$ cat src/sv/ypb_pkg.sv
package ypb_pkg;

    localparam int FMT_W     = 3;
    localparam int PIX_W     = 14;
    localparam int ALIGN_W   = 13;
    localparam int SIZE_W    = 15;
    localparam int STRIDE_W  = 16;
    localparam int OFFS_W    = 32;
    localparam int PLANES_W  = 2;
    localparam int AREA_W    = 30;

    typedef enum logic [FMT_W-1:0] {
        FMT_I420 = 3'd0,
        FMT_NV12 = 3'd1,
        FMT_NV21 = 3'd2,
        FMT_UYVY = 3'd3,
        FMT_YUY2 = 3'd4,
        FMT_P010 = 3'd5,
        FMT_I010 = 3'd6,
        FMT_NONE = 3'd7
    } pix_fmt_t;

    // Strides chosen for the format, handed to the size stages.
    typedef struct packed {
        pix_fmt_t              fmt;
        logic [STRIDE_W-1:0]   luma;
        logic [STRIDE_W-1:0]   chroma;
        logic [SIZE_W-1:0]     aw;
        logic [SIZE_W-1:0]     ah;
    } stride_word_t;

    typedef struct packed {
        logic                  format_ok;
        logic [STRIDE_W-1:0]   luma_stride;
        logic [STRIDE_W-1:0]   first_chroma_stride;
        logic [STRIDE_W-1:0]   second_chroma_stride;
        logic [OFFS_W-1:0]     first_chroma_offset;
        logic [OFFS_W-1:0]     second_chroma_offset;
        logic [PLANES_W-1:0]   plane_count;
        logic [OFFS_W-1:0]     buffer_bytes;
    } out_word_t;

endpackage

$ cat src/sv/ypb_skid.sv
// Output register with one skid entry; the pipeline stops only while the skid entry is full.
module ypb_skid (
    input  logic               clk,
    input  logic               rst_n,
    input  logic               in_valid,
    input  ypb_pkg::out_word_t in_word,
    output logic               pipe_en,
    output logic               out_valid,
    output ypb_pkg::out_word_t out_word,
    input  logic               out_ready
);

    logic               out_valid_reg;
    logic               out_valid_next;
    logic               skid_valid_reg;
    logic               skid_valid_next;
    ypb_pkg::out_word_t out_word_reg;
    ypb_pkg::out_word_t out_word_next;
    ypb_pkg::out_word_t skid_word_reg;
    ypb_pkg::out_word_t skid_word_next;
    logic               arrive;

    assign pipe_en = !skid_valid_reg;
    assign arrive  = in_valid && pipe_en;

    always_comb
    begin
        out_valid_next  = out_valid_reg;
        out_word_next   = out_word_reg;
        skid_valid_next = skid_valid_reg;
        skid_word_next  = skid_word_reg;
        if (out_valid_reg && !out_ready)
        begin
            if (arrive)
            begin
                skid_valid_next = 1'b1;
                skid_word_next  = in_word;
            end
        end
        else if (skid_valid_reg)
        begin
            out_valid_next  = 1'b1;
            out_word_next   = skid_word_reg;
            skid_valid_next = arrive;
            skid_word_next  = in_word;
        end
        else
        begin
            out_valid_next = arrive;
            out_word_next  = in_word;
        end
    end

    always_ff @(posedge clk or negedge rst_n)
    begin
        if (!rst_n)
        begin
            out_valid_reg  <= 1'b0;
            skid_valid_reg <= 1'b0;
        end
        else
        begin
            out_valid_reg  <= out_valid_next;
            skid_valid_reg <= skid_valid_next;
        end
    end

    always_ff @(posedge clk)
    begin
        out_word_reg  <= out_word_next;
        skid_word_reg <= skid_word_next;
    end

    assign out_valid = out_valid_reg;
    assign out_word  = out_word_reg;

    a_skid_behind_out: assert property (@(posedge clk) disable iff (!rst_n)
        skid_valid_reg |-> out_valid_reg)
        else $error("skid entry holds a word while the output register is empty");

    a_skid_fill_on_stall: assert property (@(posedge clk) disable iff (!rst_n)
        $rose(skid_valid_reg) |-> $past(out_valid_reg && !out_ready))
        else $error("skid entry filled without an output stall");

endmodule

$ cat config.mk
export PLATFORM = sky130hd
export DESIGN_NAME = ypb_skid
export DESIGN_NICKNAME = d
export VERILOG_FILES = /design/src/sv/ypb_pkg.sv /design/src/sv/ypb_skid.sv
export SDC_FILE = /design/constraint.sdc
export NUM_CORES = 1
export LEC_CHECK = 0
export BUFFER_PORTS_ARGS = -buffer_cell sky130_fd_sc_hd__buf_2
export CAP_MARGIN = 20
export CORE_ASPECT_RATIO = 1.25
export CORE_MARGIN = 5
export CORE_UTILIZATION = 45
export DETAILED_ROUTE_END_ITERATION = 7
export GPL_ROUTABILITY_DRIVEN = 0
export PLACE_DENSITY_LB_ADDON = 0.15
export REMOVE_ABC_BUFFERS = 1
export SLEW_MARGIN = 0
export SYNTH_ARGS = -nofsm -noshare
export SYNTH_HDL_FRONTEND = slang
export SYNTH_SLANG_ARGS = --single-unit
$ cat constraint.sdc
create_clock -name clk -period 13.8 [get_ports clk]
set_clock_uncertainty 0.05 [all_clocks]
set_input_delay 2.76 -clock clk [delete_from_list [all_inputs] [get_ports clk]]
set_output_delay 2.76 -clock clk [all_outputs]
set_load 0.005 [all_outputs]
**After elaboration in Yosys (flattened, before gate mapping)**

Cells that the tools add are included.

- Equality and inequality tests: 1
- Mux-type cells: 8
- Reductions and logical operators: 6

Operators with widths:

| kind | number |
|---|---|
| 147-bit 2-to-1 mux | 4 |
| 1-bit 2-to-1 mux | 4 |
| 1-bit logical AND | 2 |
| 1-bit zero test | 2 |
| 2-bit != test, second input constant | 1 |
| 2-bit AND reduction | 1 |
| 2-bit nonzero test | 1 |

- Register bits after elaboration: 296
- Bits of input ports: 151

**Depth between registers and ports, before layout**

- Word-level depth: 4
- Mapped depth: 5
- Mapped depth without buffers: 2

**Worst setup path before layout**

Ideal clock, no wire load.

- Path kind: in2reg
- Start point: input out_ready
- End point: register skid_word_reg[0] (netlist bit) (enable)
- Library setup time: 1.375 ns
- Arrival time: 14.191 ns
- Data required time: 12.375 ns
- Slack: -1.816 ns
- Stages on the path: 2
- Path buffers: 0
- Cells stage by stage: nand2b_1 -> mux2i_1

- Word-level cells in the longest chain between the ends: 4

RTL lines:

| item | RTL line | text |
|---|---|---|
| start: declaration | ypb_skid.sv:10 | `input logic out_ready` |
| 1-bit zero test (*) | ypb_skid.sv:32 | `if (out_valid_reg && !out_ready)` |
| 1-bit logical AND (*) | ypb_skid.sv:32 |  |
| 2-bit != test (no line) / 2-bit nonzero test (equally long branches) | - |  |
| 2-bit AND reduction (no line) (*) | - |  |
| end signal: assignment | ypb_skid.sv:71 | `skid_word_reg <= skid_word_next;` |
| end: declaration | ypb_skid.sv:19 | `ypb_pkg::out_word_t skid_word_reg;` |

Every way passes the cells marked *; elsewhere a longest branch is shown, timed or not.
A chain may end at the register's enable or synchronous reset.

**Final worst setup path**

- Start point: register skid_valid_reg
- End point: output pipe_en

- Word-level cells in the longest chain between the ends: 1

RTL lines:

| item | RTL line | text |
|---|---|---|
| start: declaration | ypb_skid.sv:15 | `logic skid_valid_reg;` |
| start signal: assignment | ypb_skid.sv:64 | `skid_valid_reg <= skid_valid_next;` |
| 1-bit zero test | ypb_skid.sv:23 | `assign pipe_en = !skid_valid_reg;` |
| end: declaration | ypb_skid.sv:7 | `output logic pipe_en,` |

No other way between the ends.

==> out/results.md <==
• finished, final reports clean — run status
• 0.614 — layout cell share with drive strength beyond 1
• 0 — number of resized instances in the post-cts repair step
• 0.205 GHz — highest clock frequency the design can meet
• 150 microns — Die Wd
• 0 — number of maximum-capacitance violations
• 0.0138 sq mm — post-route cell area
• 4.87 ns — minimum clock period after layout
• 64 — Core Rows
• 0.53 ns — Clock Latency Late Sink
• 0 — Final Hold Fails
• 230 — Iter 0 DRT Violations
• 1 — Hold Path Stages
• 0.353 — fin crit share
• 23.8 sq um — syn_area_per_cell
• 0.423 mW — Net Switching
• 1 — Max H-tree Level
• 0.800 — sequential fraction of the synthesis area
• 0.096 — Comb power frac
• reg -> out — critical path start-end classification
• out_word[59] — worst hold path endpoint
• skid_word_reg[59] — hold_sp
• 0.0111 sq mm — Syn Std Cell Area
• 3 — logic depth of the worst register-to-register path
• 1.60 mW — Power Internal
• 294 — number of enable flip-flop cells after synthesis
• 186 microns — die extent in y
• 2.06 ns — arrival time reported for the critical path endpoint
• 14.9 mm — total half-perimeter wirelength after legalization and detailed placement
• output pin — CP Capture Type
• 31.9 mm — first-pass GRT wire length
• clkbuf_16 — Root Driver
• 296 — number of flip-flops and latches in the synthesized netlist
• 5.45 nW — static leakage
• 10.99 ns — required time of the worst setup path
• 58 — worst-path maximum fanout
• 88 — pin count of the biggest net entering global routing
• 22.0 mm — Final Routed Wirelength
• 0.06 ns — clock transition at the register clock pins on the worst setup and hold paths after CTS
• 10.42 ns — setup slack of the worst register-to-register path
• edfxtp_1, mux2_4, mux2_2 — dominant cells by area after synthesis
• skid_valid_reg — startpoint of the most critical register-to-register path
• edfxtp_1 — Main synth FF type
• 12 — number of unique standard cell types used by synthesis
• 4 — antenna violations before repair
• 0.0244 sq mm — core box area
• 1.07 ns — actual transition at the worst max-transition pin
• 0 — final slew viol count
• 0 — number of endpoints failing setup at the final stage
• 0.286 — relative max-transition margin
• 0 — setup fix buffers added after clock tree synthesis
• 296 — # clock sinks
• 0.147 — all-layer global routing usage
• 0.00676 — post-synthesis async set-or-reset flop share
• 300 — io pins
• 5,434 — routed vias
• 0.0129 sq mm — placed cell areas
• edfxtp_1 — leading cell type by number of instances after synthesis
• 0 — Remaining Overflow, GRT
• reg -> reg — Tightest Hold Check Type
• 0.795 — fraction of synthesized cell area taken by the top area cell type
• 24.3% — synth-to-layout area growth
• 0 — DRT antenna net count
• 938 — Final #Nets
• 0 — Hold Buf Count CTS
• done — CTS tree
• edfxtp_1 — largest area contributor in the synthesized netlist
• 0.209 — Switching Share
• 0 — yosys warns
• 5,768 — number of global-route vias before repair
• 4.80 — detailed-route vias per instance
• 0.0279 sq mm — die area
• 0.0994 mV — Max IR drop VDD
• 0.554 — sequential share of power
• register — kind of start point of the critical path
• 19.4 microns — routed length per instance
• 0.349 — clock network fraction of design power
• 29 — number of clock buffers inserted by TritonCTS
• 299 — Port Buffer Count
• 3 — worst-case clock buffer depth
• 0 — remaining design rule violation count
• 467 — synthesized instance count
• false — RSZ-0062 raised after global routing
• out_word[39] — Critical R2R Capture
• 0.455 — initial core utilization
• 146 mW/mm^2 — power per cell area
• 4 — number of optimization iterations in the first detailed-route pass
• 0.492 ns — Min Hold Slack
• edfxtp_1, mux2_4, mux2_2 — top cells by count, synth
-- power groups by stage --
stage / registers (mW) / clock network, mW / logic, mW
2_1_floorplan: 1.16 / 0 / 0.103
5_1_grt: 1.13 / 0.768 / 0.211
3_5_place_dp: 1.14 / 0 / 0.196
3_3_place_gp: 1.14 / 0 / 0.191
6_report: 1.12 / 0.706 / 0.195
4_1_cts: 1.12 / 0.731 / 0.196
-- metal layers --
metal,share of wire,track usage
met1,0.36,0.173
met2,0.53,0.260
met3,0.086,0.0465
met4,0.018,0.0414
met5,0.00064,0
-- layout make-up --
cell class / instances / area, sq um
sequential: 296 / 8880
antenna: 2 / 5.00
clock buffer: 40 / 807
clock inverter: 5 / 26.3
multi-input combinational: 153 / 2080
inverter: 1 / 3.75
timing repair buffer: 306 / 1590
tap: 330 / 413
fill: 1921 / 10600
-- worst max-delay path by stage --
stage                    from           endpoint  slack, ns  cells after the start
5_1_grt        skid_valid_reg            pipe_en       8.78                      2
2_1_floorplan       out_ready   skid_word_reg[0]      -1.79                      2
4_1_cts        skid_valid_reg            pipe_en       8.83                      2
3_5_place_dp        out_ready  skid_word_reg[31]       8.35                      4
6_report       skid_valid_reg            pipe_en       8.93                      2
3_3_place_gp        out_ready   skid_word_reg[7]       8.41                      4
-- cell families after synthesis --
group	synth area share
buf+inv	0.0151
flops	0.800
mux	0.183
simple gates	0.00214
-- critical path, stage by stage (launching register included) --
cell	delay, ns
dfrtp_4	1.08
inv_1	0.23
buf_2	0.20
-- placed cells by master (no fill, tap or decap) --
| cell type | synthesis | layout |
|---|---|---|
| nor2_1 | 2 | 2 |
| nand2_1 | 1 | 1 |
| clkinv_1 | 0 | 2 |
| nand2b_1 | 2 | 1 |
| clkbuf_16 | 0 | 29 |
| nand2b_4 | 0 | 1 |
| dfrtp_4 | 0 | 1 |
| inv_1 | 1 | 1 |
| diode_2 | 0 | 2 |
| buf_16 | 0 | 2 |
| buf_4 | 0 | 5 |
| clkbuf_8 | 0 | 4 |
| edfxtp_1 | 294 | 294 |
| clkinv_4 | 0 | 1 |
| buf_2 | 5 | 299 |
| mux2_4 | 98 | 98 |
| mux2_2 | 49 | 49 |
| clkinv_2 | 0 | 2 |
| dfrtp_1 | 2 | 1 |
| mux2i_4 | 0 | 1 |
| clkbuf_1 | 0 | 7 |
-- stage by stage --
| stage | TNS [ns] | cells | setup slack (ns) | power, mW | utilization |
|---|---|---|---|---|---|
| detailed placement | 0 | 1084 | 8.35 | 1.34 | 0.529 |
| global placement | 0 | 1084 | 8.41 | 1.33 | 0.529 |
| global route | 0 | 1132 | 8.78 | 2.10 | 0.565 |
| CTS | 0 | 1129 | 8.83 | 2.05 | 0.563 |
| finish | 0 | 1133 | 8.93 | 2.02 | 0.565 |
| floorplan | -262.60 | 450 | -1.79 | 1.26 | - |
No activity file was read; power rests on OpenSTA's default activity.
