[config.mk]
export PLATFORM = sky130hd
export DESIGN_NAME = ypb_size
export DESIGN_NICKNAME = d
export VERILOG_FILES = /design/src/sv/ypb_pkg.sv /design/src/sv/ypb_size.sv
export SDC_FILE = /design/constraint.sdc
export NUM_CORES = 2
export LEC_CHECK = 0
export BUFFER_PORTS_ARGS = -buffer_cell sky130_fd_sc_hd__buf_2
export CORE_MARGIN = 10
export CORE_UTILIZATION = 25
export DETAILED_ROUTE_END_ITERATION = 12
export PLACE_DENSITY = 0.42
export RECOVER_POWER = 25
export SETUP_SLACK_MARGIN = 0.05
export SLEW_MARGIN = 25
export SYNTH_ARGS = -nofsm -noshare
export SYNTH_HDL_FRONTEND = slang
export SYNTH_SLANG_ARGS = --single-unit
[constraint.sdc]
create_clock -name clk -period 3.4 [get_ports clk]
set_input_delay 0.68 -clock clk [delete_from_list [all_inputs] [get_ports clk]]
set_output_delay 0.68 -clock clk [all_outputs]
set_load 0.02 [all_outputs]
[src/sv/ypb_pkg.sv]
package ypb_pkg;

    localparam int FMT_W     = 3;
    localparam int PIX_W     = 14;
    localparam int ALIGN_W   = 13;
    localparam int SIZE_W    = 15;
    localparam int STRIDE_W  = 16;
    localparam int OFFS_W    = 32;
    localparam int PLANES_W  = 2;
    localparam int AREA_W    = 30;

    typedef enum logic [FMT_W-1:0] {
        FMT_I420 = 3'd0,
        FMT_NV12 = 3'd1,
        FMT_NV21 = 3'd2,
        FMT_UYVY = 3'd3,
        FMT_YUY2 = 3'd4,
        FMT_P010 = 3'd5,
        FMT_I010 = 3'd6,
        FMT_NONE = 3'd7
    } pix_fmt_t;

    // Strides chosen for the format, handed to the size stages.
    typedef struct packed {
        pix_fmt_t              fmt;
        logic [STRIDE_W-1:0]   luma;
        logic [STRIDE_W-1:0]   chroma;
        logic [SIZE_W-1:0]     aw;
        logic [SIZE_W-1:0]     ah;
    } stride_word_t;

    typedef struct packed {
        logic                  format_ok;
        logic [STRIDE_W-1:0]   luma_stride;
        logic [STRIDE_W-1:0]   first_chroma_stride;
        logic [STRIDE_W-1:0]   second_chroma_stride;
        logic [OFFS_W-1:0]     first_chroma_offset;
        logic [OFFS_W-1:0]     second_chroma_offset;
        logic [PLANES_W-1:0]   plane_count;
        logic [OFFS_W-1:0]     buffer_bytes;
    } out_word_t;

endpackage

[src/sv/ypb_size.sv]
// Plane offsets and buffer size: one multiply stage, then one add and select stage.
module ypb_size (
    input  logic                  clk,
    input  logic                  rst_n,
    input  logic                  en,
    input  logic                  in_valid,
    input  ypb_pkg::stride_word_t in_word,
    output logic                  out_valid,
    output ypb_pkg::out_word_t    out_word
);

    localparam int OW = ypb_pkg::OFFS_W;

    logic                          mv_reg;
    ypb_pkg::pix_fmt_t             fmt_reg;
    logic [ypb_pkg::STRIDE_W-1:0]  luma_reg;
    logic [ypb_pkg::STRIDE_W-1:0]  chroma_reg;
    logic [OW-1:0]                 o1_reg;
    logic [OW-1:0]                 cah_reg;
    logic [ypb_pkg::AREA_W-1:0]    area_reg;

    logic [OW-1:0]                 o2;
    logic [OW-1:0]                 area3;
    ypb_pkg::out_word_t            word_next;
    ypb_pkg::out_word_t            word_reg;
    logic                          fv_reg;

    always_ff @(posedge clk or negedge rst_n)
    begin
        if (!rst_n)
        begin
            mv_reg <= 1'b0;
            fv_reg <= 1'b0;
        end
        else if (en)
        begin
            mv_reg <= in_valid;
            fv_reg <= mv_reg;
        end
    end

    always_ff @(posedge clk)
    begin
        if (en)
        begin
            fmt_reg    <= in_word.fmt;
            luma_reg   <= in_word.luma;
            chroma_reg <= in_word.chroma;
            o1_reg     <= OW'(in_word.luma * in_word.ah);
            cah_reg    <= OW'(in_word.chroma * in_word.ah);
            area_reg   <= ypb_pkg::AREA_W'(in_word.aw * in_word.ah);
        end
    end

    assign o2    = o1_reg + {1'b0, cah_reg[OW-1:1]};
    assign area3 = {2'b0, area_reg} + {1'b0, area_reg, 1'b0};

    always_comb
    begin
        word_next = '0;
        case (fmt_reg)
            ypb_pkg::FMT_I420:
            begin
                word_next.format_ok            = 1'b1;
                word_next.luma_stride          = luma_reg;
                word_next.first_chroma_stride  = chroma_reg;
                word_next.second_chroma_stride = chroma_reg;
                word_next.first_chroma_offset  = o1_reg;
                word_next.second_chroma_offset = o2;
                word_next.plane_count          = 2'd3;
                word_next.buffer_bytes         = {1'b0, area3[OW-1:1]};
            end
            ypb_pkg::FMT_NV12, ypb_pkg::FMT_NV21:
            begin
                word_next.format_ok            = 1'b1;
                word_next.luma_stride          = luma_reg;
                word_next.first_chroma_stride  = chroma_reg;
                word_next.first_chroma_offset  = o1_reg;
                word_next.plane_count          = 2'd2;
                word_next.buffer_bytes         = {1'b0, area3[OW-1:1]};
            end
            ypb_pkg::FMT_UYVY, ypb_pkg::FMT_YUY2:
            begin
                word_next.format_ok            = 1'b1;
                word_next.luma_stride          = luma_reg;
                word_next.plane_count          = 2'd1;
                word_next.buffer_bytes         = {1'b0, area_reg, 1'b0};
            end
            ypb_pkg::FMT_P010:
            begin
                word_next.format_ok            = 1'b1;
                word_next.luma_stride          = luma_reg;
                word_next.first_chroma_stride  = chroma_reg;
                word_next.second_chroma_stride = chroma_reg;
                word_next.first_chroma_offset  = o1_reg;
                word_next.second_chroma_offset = o2;
                word_next.plane_count          = 2'd3;
                word_next.buffer_bytes         = area3;
            end
            ypb_pkg::FMT_I010:
            begin
                word_next.format_ok            = 1'b1;
                word_next.luma_stride          = luma_reg;
                word_next.first_chroma_stride  = chroma_reg;
                word_next.first_chroma_offset  = o1_reg;
                word_next.plane_count          = 2'd2;
                word_next.buffer_bytes         = area3;
            end
            default:
            begin
                word_next = '0;
            end
        endcase
    end

    always_ff @(posedge clk)
    begin
        if (en)
        begin
            word_reg <= word_next;
        end
    end

    assign out_valid = fv_reg;
    assign out_word  = word_reg;

endmodule

# After elaboration in Yosys (flattened, before gate mapping)

Cells that the tools add are included.

Add/sub/neg operators: 2
Reductions and logical operators: 6
Eq/ne operators: 6
$mul: 3
Multiplexer cells: 2

Operator list:

| operator             | number |
|---|---|
| $pmux W34 S5         | 1 |
| $mul A16 B15 Y31     | 2 |
| $add A30 B31 Y32     | 1 |
| $add A31 B30 Y32     | 1 |
| $mul A15 B15 Y30     | 1 |
| $mux W17             | 1 |
| $eq A3 B3 Y1 const B | 3 |
| $reduce_or A7 Y1     | 1 |
| $eq A3 B2 Y1 const B | 2 |
| $reduce_or A2 Y1     | 3 |
| $reduce_or A5 Y1     | 1 |
| $eq A3 B1 Y1 const B | 1 |
| $logic_not A3 Y1     | 1 |

Flip-flop bits (word level): 275
Input bits: 69
Output and inout bits: 148

# Depth between registers and ports, before layout

Depth after elaboration: 3
Depth in mapped cells: 25
Depth with buffers taken out: 23

# Least setup slack after synthesis

No wires, ideal clock.

Kind: in2reg
Start point: in in_word[6] (netlist name)
End point: reg cah_reg[30] (data pin)
Path buffers: 2
Setup slack: -3212 ps
Arrival: 6352 ps
Stages: 22
Data required time: 3140 ps
Cells stage by stage: clkbuf_1 > clkbuf_1 > nand2_1 > fa_1 > fa_1 > inv_1 > fa_1 > fa_1 > fa_1 > inv_1 > fa_1 > inv_1 > ha_1 > a21o_1 > a21o_1 > a21o_1 > a22o_1 > a311oi_1 > o31ai_1 > a221o_1 > a21oi_1 > xnor2_1

Cells in the longest elaborated chain, start to end: 1

RTL lines:

| item                 | line           | text |
|---|---|---|
| from (decl)          | ypb_size.sv:7  | `input ypb_pkg::stride_word_t in_word,` |
| $mul A16 B15 Y31     | ypb_size.sv:50 | `cah_reg <= OW'(in_word.chroma * in_word.ah);` |
| to (signal assigned) | ypb_size.sv:50 |  |
| to (decl)            | ypb_size.sv:19 | `logic [OW-1:0] cah_reg;` |

No other way between the ends.
A chain may end at the register's enable or synchronous reset.

# Worst setup path in the final report

Start point: in in_word[0] (netlist name)
End point: reg area_reg[29] (netlist name) (data pin)

Cells in the longest elaborated chain, start to end: 1

RTL lines:

| item                 | line           | text |
|---|---|---|
| $mul A15 B15 Y30     | ypb_size.sv:51 | `area_reg <= ypb_pkg::AREA_W'(in_word.aw * in_word.ah);` |
| to (signal assigned) | ypb_size.sv:51 |  |
| to (decl)            | ypb_size.sv:20 | `logic [ypb_pkg::AREA_W-1:0] area_reg;` |

No other way between the ends.

==> flow_metrics.py <==
metrics = {
    "outcome": {
        "status": "complete, but fails checks",
        "violations": "max-capacitance violations, max-slew violations, negative setup slack",
    },
    "critical_path": {
        "cp_slowest_stage_delay_ns": 0.54,
        "path_cells": "buf_12 > buf_8 > buf_12 > and2_1 > fa_1 > inv_1 > fa_1 > inv_1 > fa_1 > fa_1 > fa_1 > inv_1 > fa_1 > inv_1 > ha_4 > a21o_1 > a21o_1 > a21oi_2 > nor3b_2 > a211o_1 > a21oi_2 > a2111oi_4 > o2bb2ai_1 > xnor2_1",
        "criticalPathCategory": "input pin to register",
        "crit_fanout": 4,
        "cp_slowest_cell": "fa_1",
        "startpoint_type": "input pin",
        "cp_common_cell": "fa_1",
        "worstPathRequired_ns": 3.71,
        "arrival_ns": 6.21,
        "cp-end-kind": "register",
    },
    "min_path": {
        "hp-class": "input pin to register",
    },
    "synth": {
        "synth_seq_cells": 274,
        "syn_area_mm2": 0.0364,
        "ys_seq_area_share_pct": 22.6,
        "synth-main-ff-cell": "edfxtp_1",
        "synth_cell_types": 79,
        "synth_nets": 4632,
        "syn_inst": 3690,
        "avgSynthCellArea_um2": 9.86,
        "yosys_warnings": 0,
        "synth_top_area_cell": "fa_1",
        "yosysTopAreaCellShare_pct": 29.1,
        "synthArstFlopShare_pct": 0.730,
        "synth_edf_count": 272,
        "synth.area.top_cells": "fa_1 29%, edfxtp_1 22%, ha_1 12%",
    },
    "route": {
        "viasPerCell": 4.33,
        "ant_nets": 0,
        "drtIter0Drc": 1313,
        "first_pass_iters": 5,
        "wl_per_cell_um": 17.1,
        "drc_errors": 0,
        "routed_wl_um": 106000,
        "vias": 26900,
    },
    "sta": {
        "post-route-min-period_ns": 5.90,
        "fmax_mhz": 169,
        "hold_violations": 0,
        "tns_ns": -140.92,
        "fin_crit_sh_pct": 174,
        "drv_slew": 68,
        "worst_slack_ns": -2.50,
        "fin_skew_ns": 0.0331,
        "max_slew_margin_pct": -43.0,
        "setup_viol": 76,
        "holdWs_ns": 0.292,
        "worst_slew_pin_slew_ns": 2.14,
        "rsz0062_at_grt": "true",
    },
    "job": {
        "maxCapViolCount": 1,
    },
    "placement": {
        "gp_congestion": 0.805,
        "portBuffers": 215,
        "hpwl_um": 86100,
    },
    "cts": {
        "clock_latency_ns": 0.59,
        "clk_path_buf_depth": 3,
        "numCtsBuffers": 35,
        "clk_pin_slew_worst_paths_ns": 0.05,
        "cts_tree": "done",
        "ctsHtreeMaxLevel": 2,
        "cts-root-buf": "clkbuf_16",
        "clock_sinks": 274,
    },
    "floorplan": {
        "initial_core_util_pct": 25.3,
        "die_h_um": 401,
        "die_w_um": 401,
        "die_area_mm2": 0.161,
        "rows": 139,
        "pin_count": 217,
        "core_region_area_mm2": 0.144,
    },
    "cells_and_area": {
        "largest_register_ffs": 146,
        "drive_above_1_share_pct": 25.2,
        "fin_nets": 5223,
        "area_growth_pct": 29.0,
    },
    "grt": {
        "antenna_found_initial": 15,
        "track_usage_pct": 13.2,
        "gr-total-overflow": 0,
        "grt_max_degree": 70,
        "grt_pass1_wl_um": 169000,
        "grt_pass1_vias": 28600,
    },
}
[per-stage QoR]
stage	instance area (µm²)	cells	util, %	worst slack (ns)
5_1_grt	46900	6208	32.6	-2.71
4_1_cts	46400	6192	32.2	-2.51
6_report	46900	6211	32.6	-2.50
3_3_place_gp	43700	6103	30.4	-3.24
2_1_floorplan	37400	3690	-	-2.82
3_5_place_dp	43700	6103	30.4	-3.27
[layout by cell type, fill, tap and decap left out, types with 18 or more instances in the layout]
cell       synthesis  routed
a21o_1            66      66
a21oi_1          113      88
and2_1           511     460
and2_4             1      52
buf_12             0      34
buf_2              0     189
buf_4              1     391
buf_6              0      57
clkbuf_1         153      25
clkbuf_16          0      36
edfxtp_1         272     272
fa_1             529     509
fa_2               0      20
ha_1             344     288
ha_4               0      54
inv_1            669     624
inv_2              0      44
nand2_1          378     366
nand3_1           28      26
nor2_1            99      86
o211ai_1          19      19
o21a_1            18      18
o21ai_0           65      45
o21bai_1          22      19
xnor2_1           88      66
xor2_1            40      34
[Yosys cell counts (all sizes together) (4+ instances only)]
master / number
edfxtp: 272
o22ai: 11
nor2b: 12
a211oi: 20
a21boi: 5
a22o: 4
xor2: 40
nor3: 18
o21bai: 22
and2: 513
a41oi: 7
fa: 529
a32oi: 4
o21ai: 71
or2: 4
a221oi: 14
nand2b: 17
a211o: 6
xnor2: 88
or3: 9
o211ai: 19
nand4: 10
a2111oi: 5
a31oi: 12
nor2: 99
clkbuf: 153
buf: 6
o221ai: 8
o21a: 18
inv: 669
nand2: 378
a221o: 7
nor3b: 10
a21oi: 113
mux2i: 6
o31ai: 7
nand3: 28
ha: 344
and3: 16
a311oi: 7
a21o: 66
[worst paths after layout]
check                      slack [ns]        start  cells after the start           end
max reg2reg                      0.10  area_reg[9]                     10  out_word[29]
min                              0.29  in_word[63]                      1    fmt_reg[1]
max                             -2.50   in_word[0]                     24  area_reg[29]
max in group asynchronous        2.86        rst_n                      2        mv_reg
min in group asynchronous        0.41        rst_n                      2     out_valid
min reg2reg                      0.50    out_valid                      1     out_valid
[timing repair]
item                                    CTS  global route
cloned                                    7             1
endpoints found under the setup margin   88            95
endpoints found under the hold margin     2             0
gates resized for setup                 260           113
hold buffers                              1             0
setup buffers                            34            20
pin swaps                               123            86
[final cells by class]
type,count,area (µm²)
clock inverter,22,280
inverter,670,2520
antenna,4,10.0
timing repair buffer,713,5680
tap,1903,2380
fill,14900,97100
sequential,274,8220
clock buffer,38,887
multi-input combinational,2587,27000
[critical path: cells and delay by family]
family,cells,cell delay (ns)
adders and majority gates,7,3.21
AOI/OAI and AO/OA,7,1.29
buffers and inverters,7,0.57
xor gates and xnor gates,1,0.09
and+or+nand+nor,2,0.37
[cell families after synthesis]
family | synth area share [%]
flip-flops | 22.6
buffers and inverters | 8.57
other | 0.0103
AO/OA/AOI/OAI | 8.51
AND/OR/NAND/NOR | 16.0
multiplexers | 0.258
adder cells (fa/ha/maj) | 40.9
XOR/XNOR | 3.08
[layer usage]
layer	up-vias	GRT usage, %	wire, µm	share of wire, %
li1	13000	-	-	-
met3	79	1.78	4230	4.0
met5	-	0	57	0.054
met4	8	2.59	1870	1.8
met1	13400	19.0	51700	49
met2	437	21.1	48300	45
Power is not shown: default switching activity piles up to over one toggle a cycle in this logic, so the estimate is an artifact.
