**config.mk**
```make
export PLATFORM = sky130hd
export DESIGN_NAME = ypb_div
export DESIGN_NICKNAME = d
export VERILOG_FILES = /design/src/sv/ypb_div.sv
export SDC_FILE = /design/constraint.sdc
export NUM_CORES = 1
export LEC_CHECK = 0
export BUFFER_PORTS_ARGS = -buffer_cell sky130_fd_sc_hd__buf_2
export CORE_ASPECT_RATIO = 0.75
export CORE_MARGIN = 8
export CORE_UTILIZATION = 50
export DETAILED_ROUTE_END_ITERATION = 6
export PLACE_DENSITY_LB_ADDON = 0.12
export SKIP_CTS_REPAIR_TIMING = 1
export SKIP_LAST_GASP = 1
export SLEW_MARGIN = 20
export SYNTH_ARGS = -nofsm -noshare
export SYNTH_HDL_FRONTEND = slang
export SYNTH_SLANG_ARGS = --single-unit
```
**constraint.sdc**
```tcl
create_clock -name clk -period 5.8 [get_ports clk]
set_input_delay 0.58 -clock clk [delete_from_list [all_inputs] [get_ports clk]]
set_output_delay 0.58 -clock clk [all_outputs]
set_load 0.02 [all_outputs]
```
**src/sv/ypb_div.sv**
```systemverilog
// Restoring divider, one quotient bit per register stage.
module ypb_div #(
    parameter int DVD_W  = 14,
    parameter int DVS_W  = 13,
    parameter int SIDE_W = 1
) (
    input  logic              clk,
    input  logic              rst_n,
    input  logic              en,
    input  logic              in_valid,
    input  logic [DVD_W-1:0]  dvd,
    input  logic [DVS_W-1:0]  dvs,
    input  logic [SIDE_W-1:0] side,
    output logic              out_valid,
    output logic [DVD_W-1:0]  out_dvd,
    output logic [DVS_W-1:0]  out_dvs,
    output logic [DVS_W-1:0]  out_rem,
    output logic              out_q_lsb,
    output logic [SIDE_W-1:0] out_side
);

    logic              v_reg    [DVD_W];
    logic [DVD_W-1:0]  dvd_reg  [DVD_W];
    logic [DVS_W-1:0]  dvs_reg  [DVD_W];
    logic [DVS_W-1:0]  rem_reg  [DVD_W];
    logic              qb_reg   [DVD_W];
    logic [SIDE_W-1:0] side_reg [DVD_W];

    for (genvar k = 0; k < DVD_W; k++) begin : g_stage
        logic              v_in;
        logic [DVD_W-1:0]  dvd_in;
        logic [DVS_W-1:0]  dvs_in;
        logic [DVS_W-1:0]  rem_in;
        logic [SIDE_W-1:0] side_in;
        logic [DVS_W:0]    trial;
        logic [DVS_W:0]    diff;
        logic              hit;

        if (k == 0) begin : g_first
            assign v_in    = in_valid;
            assign dvd_in  = dvd;
            assign dvs_in  = dvs;
            assign rem_in  = '0;
            assign side_in = side;
        end else begin : g_next
            assign v_in    = v_reg[k-1];
            assign dvd_in  = dvd_reg[k-1];
            assign dvs_in  = dvs_reg[k-1];
            assign rem_in  = rem_reg[k-1];
            assign side_in = side_reg[k-1];
        end

        assign trial = {rem_in, dvd_in[DVD_W-1-k]};
        assign diff  = trial - {1'b0, dvs_in};
        assign hit   = (trial >= {1'b0, dvs_in});

        always_ff @(posedge clk or negedge rst_n)
        begin
            if (!rst_n)
            begin
                v_reg[k] <= 1'b0;
            end
            else if (en)
            begin
                v_reg[k] <= v_in;
            end
        end

        always_ff @(posedge clk)
        begin
            if (en)
            begin
                dvd_reg[k]  <= dvd_in;
                dvs_reg[k]  <= dvs_in;
                rem_reg[k]  <= hit ? diff[DVS_W-1:0] : trial[DVS_W-1:0];
                qb_reg[k]   <= hit;
                side_reg[k] <= side_in;
            end
        end
    end

    assign out_valid = v_reg[DVD_W-1];
    assign out_dvd   = dvd_reg[DVD_W-1];
    assign out_dvs   = dvs_reg[DVD_W-1];
    assign out_rem   = rem_reg[DVD_W-1];
    assign out_q_lsb = qb_reg[DVD_W-1];
    assign out_side  = side_reg[DVD_W-1];

endmodule

```
* Word level (Yosys, flattened, before mapping)
Memories as Yosys holds them, arrays and structs flattened. Cells that the tools add are included.
Cells by class: add/subtract/negate cells 14, muxes and demuxes 16, order comparisons 14
Operator list (count):
- $ge A14 B13 Y1 | 13
- $mux W13 | 14
- $sub A13 B13 Y13 | 13
- $ge A1 B13 Y1 | 1
- $sub A1 B13 Y13 | 1
- $mux W1 | 2
Storage, ports and cells: flip-flop bits (word level) 14, bits in writable memories 588, input bits 32, memories kept 5, output and inout port bits 43
Memories:
- dvd_reg | depth 14, width 14, read ports 14, clocked after Yosys merged registers in 0, write ports 14, line 23 | logic [DVD_W-1:0] dvd_reg [DVD_W];
- dvs_reg | depth 14, width 13, read ports 14, clocked after Yosys merged registers in 0, write ports 14, line 24 | logic [DVS_W-1:0] dvs_reg [DVD_W];
- rem_reg | depth 14, width 13, read ports 14, clocked after Yosys merged registers in 0, write ports 14, line 25 | logic [DVS_W-1:0] rem_reg [DVD_W];
- qb_reg | depth 14, width 1, read ports 1, clocked after Yosys merged registers in 0, write ports 14, line 26 | logic qb_reg [DVD_W];
- side_reg | depth 14, width 1, read ports 14, clocked after Yosys merged registers in 0, write ports 14, line 27 | logic [SIDE_W-1:0] side_reg [DVD_W];

* Depth between registers and ports, before layout
Gate-level depths: netlist of run 1. An unclocked memory read counts as a cell.
word-level depth 3, depth in mapped cells 12, gate-level depth less buffers 11

* Worst setup path after synthesis of run 1
No wires, ideal clock.
path kind register -> register, start mem dvd_reg[12][0], end mem rem_reg[13][9] (netlist: rem_reg[1][74]), data pin, stages on the path, launching flop included 12, period minus slack after synthesis 2.719 ns, required time 5.538 ns, arrival 2.457 ns, path buffers 1, slack 3.081 ns, cell sequence edfxtp_1 -> inv_1 -> ha_1 -> inv_1 -> fa_1 -> a21o_1 -> a21oi_1 -> o21ai_1 -> a211oi_1 -> o21ai_1 -> buf_1 -> mux2_1
RTL lines (line):
- start, declared | 23
- end, declared | 25

==> results of run 1 <==
power groups by stage:
stage               Clock (uW)  Combinational [uW]  Sequential (uW)
floorplan                    0                4400             6200
global placement             0                5490             6330
detailed placement           0                5600             6330
CTS                       3770                5660             6250
global route              3920                6340             6320
finish                    3640                5690             6230
area by class of cell:
class / instances / area, sq um / area share
timing repair buffer: 85 / 515 / 0.0163
clock inverter: 42 / 349 / 0.0110
sequential: 589 / 17600 / 0.557
clock buffer: 67 / 1490 / 0.0470
tap: 741 / 927 / 0.0293
inverter: 220 / 826 / 0.0261
multi-input combinational: 1258 / 9900 / 0.313
through the flow:
step / cell area, sq um / utilization
after floorplan: 28600 / -
after global placement: 29800 / 0.523
after detailed placement: 29800 / 0.523
after CTS: 31600 / 0.555
after global routing: 31600 / 0.555
final: 31600 / 0.555
cell usage in the layout (no fill, tap or decap), drive strengths merged, types with 73 or more instances in the layout:
cell and instances:
mux2 130, nor2 133, edfxtp 575, buf 84
o21ai 96, a21oi 90, inv 223, nand2 73
ha 171
cell usage after synthesis, drive strengths merged (13+ instances only):
cell type    n
dfrtp       14
nand3       25
clkbuf      14
a21boi      16
nor2b       39
nand4       19
fa          13
o31ai       13
o21a        36
xor2        47
mux2i       38
a21o        46
nor3        40
mux2       130
edfxtp     575
ha         171
nand2       73
xnor2       67
inv        220
buf         25
nand2b      16
nor2       133
o21ai       96
a21oi       90
a211oi      19
per-layer routing:
metal	vias to the layer above	part of all wire	routed length, um	global-route usage
li1	8016	-	-	-
met1	7658	0.52	27000	0.246
met2	310	0.41	21300	0.224
met3	88	0.052	2710	0.0283
met4	2	0.022	1170	0.0453
met5	-	0.00025	13	0
how the worst max path moves through the flow:
stage	cells past startpoint	end	start
2_1_floorplan	11	rem_reg[1][74]$_DFFE_PP_	dvd_reg[12][0]$_DFFE_PP_
3_3_place_gp	11	rem_reg[1][41]$_DFFE_PP_	dvd_reg[10][2]$_DFFE_PP_
3_5_place_dp	10	rem_reg[1][55]$_DFFE_PP_	dvd_reg[11][1]$_DFFE_PP_
4_1_cts	11	rem_reg[1][45]$_DFFE_PP_	dvd_reg[10][2]$_DFFE_PP_
5_1_grt	11	rem_reg[1][45]$_DFFE_PP_	dvd_reg[10][2]$_DFFE_PP_
6_report	11	rem_reg[1][42]$_DFFE_PP_	dvd_reg[10][2]$_DFFE_PP_
kinds of logic (layout without fill, tap and decap cells):
kind of cell / after synthesis / after routing / share of synthesized area
AND/OR/NAND/NOR: 396 / 396 / 0.0685
flip-flops: 589 / 589 / 0.617
multiplexers: 168 / 168 / 0.0664
AO/OA/AOI/OAI: 396 / 396 / 0.0927
XOR/XNOR: 114 / 114 / 0.0349
buffers and inverters: 259 / 414 / 0.0370
adder cells (fa/ha/maj): 184 / 184 / 0.0840
==> impl_metrics.ini, run 1 <==
[place]
dp.final_hpwl_um = 36900
routability_congestion_estimate = 0.852
post-place-ws_ns = 2.46
io_buffer_count = 74
post-place-cells = 2892

[final_layout]
nNetsFinal = 2428
number_of_antenna_diodes = 0
post_synthesis_to_final_layout_area_growth_pct = 10.7
fillerInstances = 4638
fin_cells = 3002
post_route_cells_drive_above_1_share = 0.103
largest_reg_flops = 196

[pwr]
clock_power_share = 0.234
power_uw = 15600
combPwrFrac = 0.366
power.ir.vdd_worst_mv = 0.314
power_per_cell_area_mw_per_mm2 = 492
internal_pwr_total_uw = 10500
swShare = 0.327
static_leakage_uw = 0.0125
power_switching_uw = 5090
sequential_power_share = 0.401

[clock_tree]
clock_sinks = 589
clk_pin_slew_worst_paths_ns = 0.06
tritoncts = built
clk_latency_ns = 0.62
ctsLongestPathBuffers = 3
tritoncts.num_buffers = 58
ctsHtreeMaxLevel = 2
cts.root.buffer_cell = sky130_fd_sc_hd__clkbuf_16

[synthesis]
yosys_register_bits = 589
netlist_area_sq_mm = 0.0286
synth-main-ff-cell = sky130_fd_sc_hd__edfxtp_1
synth_async_sr_flop_share = 0.0238
synth.distinct_cells = 77
synth.top_cells.by_area = sky130_fd_sc_hd__edfxtp_1 60%, sky130_fd_sc_hd__ha_1 7.5%, sky130_fd_sc_hd__mux2_1 3.4%
synth_top_cell_area_share = 0.604
yosysSeqAreaShare = 0.617
syn_nets = 2322
postSynthAreaPerCell_sq_um = 13.6
edff_count_synth = 575
total_number_of_yosys_warnings = 0
synth_top_cell_by_area = sky130_fd_sc_hd__edfxtp_1
synthCells = 2106

[detailed_routing]
drc = 0
detail-route-antenna-nets = 0
detailedRoute.firstIterationViolations = 1110
wl_per_cell_um = 17.4
detailedRoute.firstPassIterationCount = 5
wl_um = 52200
post_drt_via_cell_ratio = 5.35
vias = 16100

[setup_path]
cp_slowest_stage_delay_ns = 0.47
worstPathCellList = inv_1 > ha_1 > fa_1 > nor2b_1 > o21ai_1 > a21oi_1 > nor3_2 > o21ai_1 > a21oi_1 > buf_4 > mux2_2
crit_path_start_kind = flip-flop
r2r-end = rem_reg[1][42]$_DFFE_PP_
critical_path.max_fanout = 12
cpLargestDelayFamily = compound AO/OA/AOI/OAI gates
timing.reg2reg.setup_slack_ns = 2.32
worst_r2r_startpoint = dvd_reg[10][2]$_DFFE_PP_
capturing_element_type_of_the_critical_path = flip-flop
worst_path_max_delay_cell = sky130_fd_sc_hd__nor3_2
timing_worst_setup_path_type = reg -> reg
worstPathBufferInverterCount = 2
rr_worst_depth = 11
required_time_at_the_endpoint_of_the_critical_path_ns = 6.18
worstPathArrival_ns = 3.86

[floorplanning]
io_pins = 75
num_rows = 76
core_area_sq_mm = 0.0570
floorplan.die.width_um = 292
die_ht_um = 223
total_die_area_sq_mm = 0.0651
floorplan.initialDensity = 0.502

[status]
outcome = finished, final reports clean

[global_route]
vias_in_the_first_global_route = 15800
pin_count_of_the_biggest_net_entering_global_routing = 151
grt_antenna_before_repair = 1
first_pass_grt_wire_length_um = 84500
globalRouteOverflowTotal = 0
global_route.usage.total = 0.158

[sta]
drv_slew = 0
final-setup-viol-count = 0
min_period_over_period = 0.600
maximum_clock_rate_ghz = 0.287
finalClockSkew_ns = 0.0176
worst_slack_ns = 2.32
finalHoldViolCount = 0
slew_headroom = 0.340
whs_ns = 0.125
rsz0062_at_grt = false
tightestPinTransition_ns = 0.990
fin_setup_tns_ns = 0
finalWorstPathRequiredPeriod_ns = 3.48

[min_path]
hold_path_depth = 1
worst_hold_startpoint = dvd[0]
timing.hold.worst_endpoint = dvd_reg[0][0]$_DFFE_PP_
hold_class = in -> reg

[job]
count_of_maximum_capacitance_violations = 0
Note: power is estimated with default switching activity, not from simulation.
==> run 2, diff against run 1 <==
- clock period: 5.8 -> 3 ns (I/O delays scaled with it)
==> run 2 against run 1 <==
Global-route usage barely moved; die area did not move; critical path depth rose by 1; first-iteration DRC count fell by 2.0%; final cell count rose by 2.7%; power rose by 98%; sequential power rose by 94%; worst hold slack got worse by 0.0094 ns; via count rose by 2.9%; clock power rose by 98%; combinational power rose by 100%; largest cell class unchanged.
==> impl_metrics.ini, run 2 (synthesis results as in run 1) <==
[clock_tree]
tritoncts = built
tritoncts.num_buffers = 58
clock_sinks = 589
cts.root.buffer_cell = sky130_fd_sc_hd__clkbuf_16
clk_latency_ns = 0.62
ctsHtreeMaxLevel = 2
clk_pin_slew_worst_paths_ns = 0.06
ctsLongestPathBuffers = 3

[pwr]
swShare = 0.321
combPwrFrac = 0.376
power.ir.vdd_worst_mv = 0.535
sequential_power_share = 0.391
clock_power_share = 0.234
power_switching_uw = 9900
power_uw = 30900
power_per_cell_area_mw_per_mm2 = 948
internal_pwr_total_uw = 21000
static_leakage_uw = 0.0129

[place]
io_buffer_count = 74
dp.final_hpwl_um = 37600
placement.cell_area_sq_mm = 0.0302
post-place-cells = 2937
post-place-ws_ns = -0.135
routability_congestion_estimate = 0.882

[setup_path]
timing_worst_setup_path_type = reg -> reg
cp_common_cell = sky130_fd_sc_hd__o21ai_2
rr_worst_depth = 12
worstPathBufferInverterCount = 3
cp_num_cells = 12
crit_path_start_kind = flip-flop
cpLargestDelayFamily = compound AO/OA/AOI/OAI gates
worstPathArrival_ns = 3.26
worst_path_max_delay_cell = sky130_fd_sc_hd__edfxtp_1
cp_slowest_stage_delay_ns = 0.38
worstPathCellList = inv_1 > ha_2 > fa_2 > nor2b_4 > o31a_1 > o21ai_2 > o21ai_2 > a2111oi_4 > buf_4 > o21ai_4 > buf_12 > mux2_1
required_time_at_the_endpoint_of_the_critical_path_ns = 3.36
capturing_element_type_of_the_critical_path = flip-flop
critical_path.max_fanout = 6

[final_layout]
nNetsFinal = 2513
fillerInstances = 4561
post_synthesis_to_final_layout_area_growth_pct = 13.9
most-common-layout-cells = 575 x sky130_fd_sc_hd__edfxtp_1, 220 x sky130_fd_sc_hd__inv_1, 170 x sky130_fd_sc_hd__ha_1, 133 x sky130_fd_sc_hd__nor2_1
post_route_cells_drive_above_1_share = 0.127
mostFrequentLayoutCell = sky130_fd_sc_hd__edfxtp_1
post-route-cell-area_sq_mm = 0.0325
number_of_antenna_diodes = 0
fin_cells = 3083
largest_reg_flops = 196

[detailed_routing]
detail-route-antenna-nets = 0
detailedRoute.firstIterationViolations = 1088
wl_um = 52600
drc = 0
vias = 16500
detailedRoute.firstPassIterationCount = 6
wl_per_cell_um = 17.1
post_drt_via_cell_ratio = 5.36

[sta]
whs_ns = 0.115
maximum_clock_rate_ghz = 0.345
slew_headroom = 0.492
tightestPinTransition_ns = 0.754
drv_slew = 0
rsz0062_at_grt = true
min_period_over_period = 0.966
final-setup-viol-count = 0
finalClockSkew_ns = 0.0228
worst_slack_ns = 0.101
finalWorstPathRequiredPeriod_ns = 2.90
finalHoldViolCount = 0

[min_path]
hold_class = in -> async

[floorplanning]
io_pins = 75
num_rows = 76
total_die_area_sq_mm = 0.0651
floorplan.initialDensity = 0.502
core_area_sq_mm = 0.0570
floorplan.die.width_um = 292
die_ht_um = 223

[global_route]
first_pass_grt_wire_length_um = 84600
global_route.usage.total = 0.158
pin_count_of_the_biggest_net_entering_global_routing = 90
grt_antenna_before_repair = 0
vias_in_the_first_global_route = 15900
globalRouteOverflowTotal = 0

[job]
count_of_maximum_capacitance_violations = 0

[status]
outcome = finished, final reports clean
run 2: cell count changes in the layout (fill, tap and decap cells not counted), sizes merged, moves of 3 or more:
cell         delta
dlygate4sd3    +29
clkbuf          +4
buf            +55
clkinvlp        -3
clkinv          -6
bufinv          +3
run 2: path summary, 6_finish.rpt:
kind,startpoint,slack [ns],endpoint
hold / removal,rst_n,0.12,out_valid$_DFFE_PN0P_
hold reg to reg,dvd_reg[7][7]$_DFFE_PP_,0.41,dvd_reg[8][7]$_DFFE_PP_
setup reg to reg,dvd_reg[9][3]$_DFFE_PP_,0.10,rem_reg[1][38]$_DFFE_PP_
min in group clk,en,0.15,dvd_reg[0][1]$_DFFE_PP_
setup / recovery,dvd_reg[9][3]$_DFFE_PP_,0.10,rem_reg[1][38]$_DFFE_PP_
max in group asynchronous,rst_n,2.66,g_stage[2].v_in$_DFFE_PN0P_
run 2: power by group through the flow:
stage | Combinational [uW] | Clock [uW] | Sequential [uW]
floorplan | 8520 | 0 | 12000
global placement | 10900 | 0 | 12200
detailed placement | 11100 | 0 | 12200
CTS | 11200 | 7450 | 12100
global route | 12900 | 7750 | 12200
finish | 11600 | 7210 | 12100
run 2: per-stage QoR:
stage                util  TNS, ns
floorplan               -        0
global placement    0.530   -0.148
detailed placement  0.530    -1.60
CTS                 0.563    -2.42
global route        0.571   -0.137
finish              0.571        0
run 2: worst register-to-register path, cell delays in order (launching register included):
cell and delay (ns):
sky130_fd_sc_hd__edfxtp_1 0.38, sky130_fd_sc_hd__inv_1 0.09, sky130_fd_sc_hd__ha_2 0.20, sky130_fd_sc_hd__fa_2 0.25, sky130_fd_sc_hd__nor2b_4 0.05, sky130_fd_sc_hd__o31a_1 0.28
sky130_fd_sc_hd__o21ai_2 0.21, sky130_fd_sc_hd__o21ai_2 0.11, sky130_fd_sc_hd__a2111oi_4 0.35, sky130_fd_sc_hd__buf_4 0.19, sky130_fd_sc_hd__o21ai_4 0.06, sky130_fd_sc_hd__buf_12 0.17
sky130_fd_sc_hd__mux2_1 0.32
run 2: area by class of cell:
class                      count  area, sq um  area share
clock buffer                  71         1500      0.0461
timing repair buffer         169         1320      0.0406
clock inverter                34          369      0.0113
multi-input combinational   1259         9980       0.307
inverter                     220          826      0.0254
tap                          741          927      0.0285
sequential                   589        17600       0.541
run 2: routing by layer:
metal | track usage | up-vias | wire length, um
met4 | 0.0455 | 0 | 1050
met5 | 0 | - | 0
met1 | 0.242 | 7914 | 26900
met3 | 0.0303 | 74 | 2730
li1 | - | 8223 | -
met2 | 0.227 | 328 | 21900
